==> src/kbs_pkg.sv <==
package kbs_pkg;

    localparam int MAX_POINTS_DEF = 256;

    // wide enough for any index or count compare (MAX_POINTS <= 4096)
    localparam int CMP_W  = 16;
    localparam int CRD_W  = 32;
    localparam int TAN_W  = 33;
    localparam int BLD_W  = 38;
    localparam int SET_W  = 16;
    localparam int PAR_W  = 24;
    localparam int COEF_W = 18;
    localparam int MA_W   = 20;
    localparam int MB_W   = 38;
    localparam int PROD_W = MA_W + MB_W;
    localparam int ACC_W  = 64;
    localparam int ONE_Q14 = 16384;
    localparam int ONE_Q16 = 65536;

    typedef enum logic [2:0] {
        ACT_APPEND  = 3'd0,
        ACT_SET_TB  = 3'd1,
        ACT_SET_IN  = 3'd2,
        ACT_SET_OUT = 3'd3,
        ACT_EVAL    = 3'd4
    } t_action;

    typedef enum logic [1:0] {
        ST_OK    = 2'd0,
        ST_RANGE = 2'd1,
        ST_EMPTY = 2'd2
    } t_status;

    // one control point record, held in a single memory word
    typedef struct packed {
        logic [2:0][CRD_W-1:0] pos;
        logic [2:0][TAN_W-1:0] tin;
        logic [2:0][TAN_W-1:0] tout;
        logic [2:0][BLD_W-1:0] blend;
        logic [SET_W-1:0]      tens;
        logic [SET_W-1:0]      bias;
    } t_rec;

    localparam int REC_W = $bits(t_rec);

    typedef enum logic [4:0] {
        DA_NONE,
        DA_CAP,
        DA_NEW,
        DA_NEW0,
        DA_MOD,
        DA_CP,
        DA_CN,
        DA_BLEND,
        DA_S2,
        DA_S3,
        DA_RES,
        DA_RES_POS,
        DA_WR_PREV,
        DA_WR_NEW,
        DA_WR_IDX,
        DA_ST_RANGE,
        DA_ST_EMPTY,
        DA_PUSH
    } t_dp_act;

    typedef enum logic [3:0] {
        MS_NONE,
        MS_CF_P,
        MS_CF_N,
        MS_S2,
        MS_S3,
        MS_BL_IN,
        MS_BL_OUT,
        MS_H00,
        MS_H10,
        MS_H01,
        MS_H11
    } t_mul_sel;

    typedef enum logic [1:0] {
        AC_HOLD,
        AC_LOAD,
        AC_ADD
    } t_acc_op;

    typedef enum logic [2:0] {
        RD_NONE,
        RD_PREV,
        RD_IDX,
        RD_LAST,
        RD_I0,
        RD_I1
    } t_rd_sel;

    typedef struct packed {
        logic      take;
        t_dp_act   act;
        t_mul_sel  mul;
        t_acc_op   acc;
        t_rd_sel   rd;
        logic      sel;
        logic [1:0] cmp;
    } t_ctl_cmd;

    typedef struct packed {
        t_action action;
        logic    full;
        logic    has_prev;
        logic    bad_idx;
        logic    empty;
        logic    at_end;
    } t_dp_stat;

endpackage

==> src/kbs_ctrl.sv <==
module kbs_ctrl (
    input  logic              i_clk,
    input  logic              i_rst_n,
    input  logic              i_in_valid,
    output logic              o_in_ready,
    output logic              o_out_valid,
    input  logic              i_out_ready,
    input  kbs_pkg::t_dp_stat i_stat,
    output kbs_pkg::t_ctl_cmd o_cmd
);

    typedef enum logic [5:0] {
        S_IDLE,
        S_DECODE,
        S_A_RDP,
        S_A_CAPP,
        S_A_NEW,
        S_A_NEW0,
        S_WR_PREV,
        S_WR_NEW,
        S_S_RD,
        S_S_CAP,
        S_S_MOD,
        S_WR_IDX,
        S_E_RDL,
        S_E_CAPL,
        S_E_POS,
        S_E_RD0,
        S_E_RD1,
        S_E_CAPB,
        S_E_SQW,
        S_E_CU,
        S_E_CUW,
        S_E_H0,
        S_E_H1,
        S_E_H2,
        S_E_H3,
        S_E_H4,
        S_RB_C1,
        S_RB_C2,
        S_RB_C3,
        S_RB_M0,
        S_RB_M1,
        S_RB_M2,
        S_DONE
    } t_state;

    t_state     r_state, n_state;
    t_state     r_ret,   n_ret;
    logic       r_sel,   n_sel;
    logic [1:0] r_cmp,   n_cmp;
    logic       r_ovalid, n_ovalid;

    always_comb begin
        n_state = r_state;
        n_ret   = r_ret;
        n_sel   = r_sel;
        n_cmp   = r_cmp;

        o_cmd.take = 1'b0;
        o_cmd.act  = kbs_pkg::DA_NONE;
        o_cmd.mul  = kbs_pkg::MS_NONE;
        o_cmd.acc  = kbs_pkg::AC_HOLD;
        o_cmd.rd   = kbs_pkg::RD_NONE;
        o_cmd.sel  = r_sel;
        o_cmd.cmp  = r_cmp;

        case (r_state)
            S_IDLE: begin
                if (i_in_valid) begin
                    o_cmd.take = 1'b1;
                    n_state    = S_DECODE;
                end
            end
            S_DECODE: begin
                n_state = S_DONE;
                case (i_stat.action)
                    kbs_pkg::ACT_APPEND: begin
                        if (i_stat.full) begin
                            o_cmd.act = kbs_pkg::DA_ST_RANGE;
                        end else if (i_stat.has_prev) begin
                            n_state = S_A_RDP;
                        end else begin
                            n_state = S_A_NEW0;
                        end
                    end
                    kbs_pkg::ACT_SET_TB, kbs_pkg::ACT_SET_IN, kbs_pkg::ACT_SET_OUT: begin
                        if (i_stat.bad_idx) begin
                            o_cmd.act = kbs_pkg::DA_ST_RANGE;
                        end else begin
                            n_state = S_S_RD;
                        end
                    end
                    kbs_pkg::ACT_EVAL: begin
                        if (i_stat.empty) begin
                            o_cmd.act = kbs_pkg::DA_ST_EMPTY;
                        end else if (i_stat.at_end) begin
                            n_state = S_E_RDL;
                        end else begin
                            n_state = S_E_RD0;
                        end
                    end
                    default: begin
                        n_state = S_DONE;
                    end
                endcase
            end
            S_A_RDP: begin
                o_cmd.rd = kbs_pkg::RD_PREV;
                n_state  = S_A_CAPP;
            end
            S_A_CAPP: begin
                o_cmd.act = kbs_pkg::DA_CAP;
                o_cmd.sel = 1'b1;
                n_state   = S_A_NEW;
            end
            S_A_NEW: begin
                o_cmd.act = kbs_pkg::DA_NEW;
                n_sel     = 1'b1;
                n_ret     = S_WR_PREV;
                n_state   = S_RB_C1;
            end
            S_A_NEW0: begin
                o_cmd.act = kbs_pkg::DA_NEW0;
                n_sel     = 1'b0;
                n_ret     = S_WR_NEW;
                n_state   = S_RB_C1;
            end
            S_WR_PREV: begin
                o_cmd.act = kbs_pkg::DA_WR_PREV;
                n_sel     = 1'b0;
                n_ret     = S_WR_NEW;
                n_state   = S_RB_C1;
            end
            S_WR_NEW: begin
                o_cmd.act = kbs_pkg::DA_WR_NEW;
                n_state   = S_DONE;
            end
            S_S_RD: begin
                o_cmd.rd = kbs_pkg::RD_IDX;
                n_state  = S_S_CAP;
            end
            S_S_CAP: begin
                o_cmd.act = kbs_pkg::DA_CAP;
                o_cmd.sel = 1'b0;
                n_state   = S_S_MOD;
            end
            S_S_MOD: begin
                o_cmd.act = kbs_pkg::DA_MOD;
                n_sel     = 1'b0;
                n_ret     = S_WR_IDX;
                n_state   = S_RB_C1;
            end
            S_WR_IDX: begin
                o_cmd.act = kbs_pkg::DA_WR_IDX;
                n_state   = S_DONE;
            end
            S_E_RDL: begin
                o_cmd.rd = kbs_pkg::RD_LAST;
                n_state  = S_E_CAPL;
            end
            S_E_CAPL: begin
                o_cmd.act = kbs_pkg::DA_CAP;
                o_cmd.sel = 1'b0;
                n_state   = S_E_POS;
            end
            S_E_POS: begin
                o_cmd.act = kbs_pkg::DA_RES_POS;
                n_state   = S_DONE;
            end
            S_E_RD0: begin
                o_cmd.rd = kbs_pkg::RD_I0;
                n_state  = S_E_RD1;
            end
            S_E_RD1: begin
                // second read issued while the first word is captured
                o_cmd.rd  = kbs_pkg::RD_I1;
                o_cmd.act = kbs_pkg::DA_CAP;
                o_cmd.sel = 1'b0;
                n_state   = S_E_CAPB;
            end
            S_E_CAPB: begin
                o_cmd.act = kbs_pkg::DA_CAP;
                o_cmd.sel = 1'b1;
                o_cmd.mul = kbs_pkg::MS_S2;
                n_state   = S_E_SQW;
            end
            S_E_SQW: begin
                o_cmd.act = kbs_pkg::DA_S2;
                n_state   = S_E_CU;
            end
            S_E_CU: begin
                o_cmd.mul = kbs_pkg::MS_S3;
                n_state   = S_E_CUW;
            end
            S_E_CUW: begin
                o_cmd.act = kbs_pkg::DA_S3;
                n_cmp     = 2'd0;
                n_state   = S_E_H0;
            end
            S_E_H0: begin
                o_cmd.mul = kbs_pkg::MS_H00;
                n_state   = S_E_H1;
            end
            S_E_H1: begin
                o_cmd.mul = kbs_pkg::MS_H10;
                o_cmd.acc = kbs_pkg::AC_LOAD;
                n_state   = S_E_H2;
            end
            S_E_H2: begin
                o_cmd.mul = kbs_pkg::MS_H01;
                o_cmd.acc = kbs_pkg::AC_ADD;
                n_state   = S_E_H3;
            end
            S_E_H3: begin
                o_cmd.mul = kbs_pkg::MS_H11;
                o_cmd.acc = kbs_pkg::AC_ADD;
                n_state   = S_E_H4;
            end
            S_E_H4: begin
                o_cmd.act = kbs_pkg::DA_RES;
                if (r_cmp == 2'd2) begin
                    n_state = S_DONE;
                end else begin
                    n_cmp   = r_cmp + 2'd1;
                    n_state = S_E_H0;
                end
            end
            // re-blend of the record picked by r_sel, then return to r_ret
            S_RB_C1: begin
                o_cmd.mul = kbs_pkg::MS_CF_P;
                n_state   = S_RB_C2;
            end
            S_RB_C2: begin
                o_cmd.mul = kbs_pkg::MS_CF_N;
                o_cmd.act = kbs_pkg::DA_CP;
                n_state   = S_RB_C3;
            end
            S_RB_C3: begin
                o_cmd.act = kbs_pkg::DA_CN;
                n_cmp     = 2'd0;
                n_state   = S_RB_M0;
            end
            S_RB_M0: begin
                o_cmd.mul = kbs_pkg::MS_BL_IN;
                n_state   = S_RB_M1;
            end
            S_RB_M1: begin
                o_cmd.mul = kbs_pkg::MS_BL_OUT;
                o_cmd.acc = kbs_pkg::AC_LOAD;
                n_state   = S_RB_M2;
            end
            S_RB_M2: begin
                o_cmd.act = kbs_pkg::DA_BLEND;
                if (r_cmp == 2'd2) begin
                    n_state = r_ret;
                end else begin
                    n_cmp   = r_cmp + 2'd1;
                    n_state = S_RB_M0;
                end
            end
            S_DONE: begin
                if (!r_ovalid || i_out_ready) begin
                    o_cmd.act = kbs_pkg::DA_PUSH;
                    n_state   = S_IDLE;
                end
            end
            default: begin
                n_state = S_IDLE;
            end
        endcase

        if (o_cmd.act == kbs_pkg::DA_PUSH) begin
            n_ovalid = 1'b1;
        end else if (i_out_ready) begin
            n_ovalid = 1'b0;
        end else begin
            n_ovalid = r_ovalid;
        end
    end

    always_ff @(posedge i_clk) begin
        if (!i_rst_n) begin
            r_state  <= S_IDLE;
            r_ret    <= S_IDLE;
            r_sel    <= 1'b0;
            r_cmp    <= 2'd0;
            r_ovalid <= 1'b0;
        end else begin
            r_state  <= n_state;
            r_ret    <= n_ret;
            r_sel    <= n_sel;
            r_cmp    <= n_cmp;
            r_ovalid <= n_ovalid;
        end
    end

    assign o_in_ready  = (r_state == S_IDLE);
    assign o_out_valid = r_ovalid;

    a_take_decode: assert property (@(posedge i_clk) disable iff (!i_rst_n)
        o_cmd.take |=> (r_state == S_DECODE))
        else $error("accepted word not decoded");

    a_cmp_range: assert property (@(posedge i_clk) disable iff (!i_rst_n)
        r_cmp != 2'd3)
        else $error("component counter out of range");

    a_done_delivers: assert property (@(posedge i_clk) disable iff (!i_rst_n)
        (r_state == S_DONE && !r_ovalid) |=> (r_ovalid && r_state == S_IDLE))
        else $error("finished word not moved to output");

endmodule

==> config.mk <==
export PLATFORM = sky130hd
export DESIGN_NAME = kbs_ctrl
export DESIGN_NICKNAME = d
export VERILOG_FILES = /design/src/kbs_pkg.sv /design/src/kbs_ctrl.sv
export SDC_FILE = /design/constraint.sdc
export NUM_CORES = 1
export LEC_CHECK = 0
export BUFFER_PORTS_ARGS = -buffer_cell sky130_fd_sc_hd__buf_2
export CORE_MARGIN = 3
export CORE_UTILIZATION = 55
export CTS_CLUSTER_DIAMETER = 80
export CTS_CLUSTER_SIZE = 24
export DETAILED_ROUTE_END_ITERATION = 8
export PLACE_DENSITY = 0.8
export RECOVER_POWER = 50
export SYNTH_ARGS = -nofsm -noshare
export SYNTH_HDL_FRONTEND = slang
export SYNTH_SLANG_ARGS = --single-unit
==> constraint.sdc <==
create_clock -name i_clk -period 4.65 [get_ports i_clk]
set_input_delay 0.2325 -clock i_clk [delete_from_list [all_inputs] [get_ports i_clk]]
set_output_delay 0.2325 -clock i_clk [all_outputs]
set_load 0.05 [all_outputs]
==> results.sh <==
export IMPL_drtAntennaViolNets=0
export IMPL_busiest_layer="met1"
export IMPL_place_area_sq_um=1690
export IMPL_vias=1743
export IMPL_p_int_mw=0.237
export IMPL_drt_iter0_drc=174
export IMPL_synthTopCellsByCount="nor2_1 (25), nand2_1 (20), dfxtp_1 (14), nor2b_1 (13), a21oi_1 (12)"
export IMPL_synth_most_common_cell="nor2_1"
export IMPL_regArea_sq_um=280
export IMPL_cts_sinks=14
export IMPL_dieWidth_um=59.9
export IMPL_dieArea_sq_um=3590
export IMPL_switchingPower_mw=0.200
export IMPL_crit_slowest_cell="dfxtp_1"
export IMPL_cts_setup_buffers=0
export IMPL_grt_use_total_pct=25.3
export IMPL_p_per_area_nw_per_um2=255
export IMPL_netlist_area_sq_um=1600
export IMPL_worst_pin_slew_ns=0.971
export IMPL_path_max_fanout=28
export IMPL_fmaxAchievable_mhz=359
export IMPL_numCtsBuffers=3
export IMPL_p_total_mw=0.437
export IMPL_clock_latency_ns=0.29
export IMPL_cp_cell_sequence="and2_0 -> nand2_1 -> o31a_1 -> o21ai_0 -> buf_2"
export IMPL_hold_viol=0
export IMPL_cp_end_kind="output pin"
export IMPL_async_flop_share_pct=0
export IMPL_grt_pass1_vias=1409
export IMPL_via_per_inst=6.36
export IMPL_fin_util_pct=65.5
export IMPL_antenna_found_initial=0
export IMPL_io_pin_count=32
export IMPL_initial_core_util_pct=61.2
export IMPL_period_minus_slack_ns=2.79
export IMPL_maxCapViolCount=0
export IMPL_status="finished, final reports clean"
export IMPL_die_y_um=59.9
export IMPL_drc=0
export IMPL_postLayoutSetupSlackWorst_ns=1.86
export IMPL_place_ws_ns=2.33
export IMPL_drv_slew=0
export IMPL_worst_ep_arrival_time_ns=2.56
export IMPL_yosysTopAreaCell="dfxtp_1"
export IMPL_htreeDepth=1
export IMPL_clockRootBuffer="clkbuf_4"
export IMPL_rows=18
export IMPL_overflow=0
export IMPL_clock_power_share_pct=21.1
export IMPL_fin_cells=274
export IMPL_hold_class="input port to flop"
export IMPL_ys_flop_type="dfxtp_1"
export IMPL_hpwl_mm=3.07
export IMPL_grt_util_met2_pct=36.0
export IMPL_layout_nets=258
export IMPL_multi_input_area_sq_um=1180
export IMPL_synthesis_instances=229
export IMPL_syn_avg_cell_area_sq_um=6.98
export IMPL_stdcell_area_sq_um=1710
export IMPL_rsz0062_at_grt="false"
export IMPL_clock_skew_ns=0.00315
export IMPL_cts_tree="done"
export IMPL_total_leakage_power_nw=0.663
export IMPL_required_ns=4.42
export IMPL_ys_ff_latch=14
export IMPL_synth_distinct_cells=60
export IMPL_hold_buffers=0
export IMPL_place_congestion=0.894
export IMPL_synth_edf_count=0
export IMPL_ctsLongestPathBuffers=2
export IMPL_slowest_delay_ns=0.97
export IMPL_ir_drop_v=0.000268
export IMPL_grt_max_degree=35
export IMPL_port_buffers=31
export IMPL_synth_seq_area_share_pct=17.5
export IMPL_grt_pass1_wl_mm=6.95
export IMPL_dp_cells=270
export IMPL_drive_gt1_share_pct=16.0
export IMPL_start_kind="flop"
export IMPL_fill_cells=259
export IMPL_setup_violations=0
export IMPL_p_sw_share_pct=45.8
export IMPL_period_share_pct=60.0
export IMPL_cts_resized=0
export IMPL_path_class="flop to output pin"
export IMPL_diodes=0
export IMPL_tns_ns=0
export IMPL_yosys_top_cells_area="dfxtp_1 (18%), nor2_1 (5.9%), nor2b_1 (5.1%)"
export IMPL_use_met1_pct=39.4
export IMPL_wirelength_mm=4.26
export IMPL_core_area_sq_um=2610
export IMPL_area_delta_synth_final_pct=7.04
export IMPL_ys_warn_count=0
export IMPL_syn_num_nets=242
export IMPL_pwr_share_seq_pct=33.4
export IMPL_clk_pin_slew_ns=0.09
export IMPL_wl_per_cell_um=15.5
export IMPL_grt_util_met3_pct=1.94
export IMPL_relSlewSlack_pct=35.2
export IMPL_pwr_share_comb_pct=45.4
export IMPL_synth_top_area_share_pct=17.5
export IMPL_firstDrtPassIters=4
export IMPL_whs_ns=0.244
-- logic make-up (layout without fill, tap and decap cells) --
kind of cell	Yosys count	in the layout	share of synthesized area (%)
AOI/OAI and AO/OA	72	72	33.5
xor gates and xnor gates	3	3	1.64
adders and majority gates	1	1	0.782
buffers and inverters	26	41	7.98
DFF	14	14	17.5
muxes	3	3	1.88
and+or+nand+nor	110	110	36.7
-- area by class of cell --
type                       instances  share of cell area, %
multi-input combinational        189                   68.7
sequential                        14                   16.4
timing repair buffer              33                   9.72
tap                               30                   2.19
clock buffer                       4                   2.12
inverter                           4                  0.877
-- cells in the final DEF (no fill, tap or decap), drive strengths merged, types with 2 or more instances in the layout --
cell type and instances:
xor2 2, nand2b 11, buf 30, o21ai 10, nor2 25, nand2 21
inv 4, a21boi 3, a32oi 3, nand3 7, or2 3, a211oi 3
a2bb2oi 2, and3 3, dfxtp 14, nor3 9, and2 3, or3 2
mux2i 3, o41a 2, a221oi 2, a22oi 4, nor4 2, o211ai 2
nand4 2, o32a 2, nand3b 2, a31oi 2, o22a 2, o31a 3
clkbuf 7, o21a 4, o22ai 5, a21o 2, a21oi 12, nor2b 13
-- sequential cells by signal, summed over array words and instances (netlist names) --
| register | count |
|---|---|
| o_out_valid | 1 |
| r_cmp | 2 |
| r_ret | 4 |
| r_sel | 1 |
| r_state | 6 |
-- power groups by stage --
stage	clock, mW	combinational, mW	sequential, mW
3_5_place_dp	0	0.198	0.148
5_1_grt	0.0976	0.213	0.148
3_3_place_gp	0	0.197	0.147
4_1_cts	0.0941	0.198	0.145
6_report	0.0923	0.199	0.146
2_1_floorplan	0	0.172	0.136
-- per-layer routing --
metal  wire length [um]  share of wire [%]
met1               1980                 46
met4                 55                1.3
met3                318                7.5
met2               1910                 45
met5                  0                  0
-- worst paths after layout --
| path | from | to | slack [ns] | depth (start not counted) |
|---|---|---|---|---|
| worst min-delay path | i_in_valid | r_state[0] | 0.24 | 3 |
| worst max register to register | r_state[2] | r_state[4] | 2.38 | 5 |
| worst max-delay path | r_state[4] | o_cmd[13] | 1.86 | 5 |
| worst min register to register | r_ret[1] | r_ret[1] | 0.47 | 1 |
-- critical path: cells and delay by family (launching register included) --
family	cells	cell delay, ns
DFF	1	0.97
buffers and inverters	1	0.29
and+or+nand+nor	2	0.73
AOI/OAI and AO/OA	2	0.26
No activity file was read; power rests on OpenSTA's default activity.
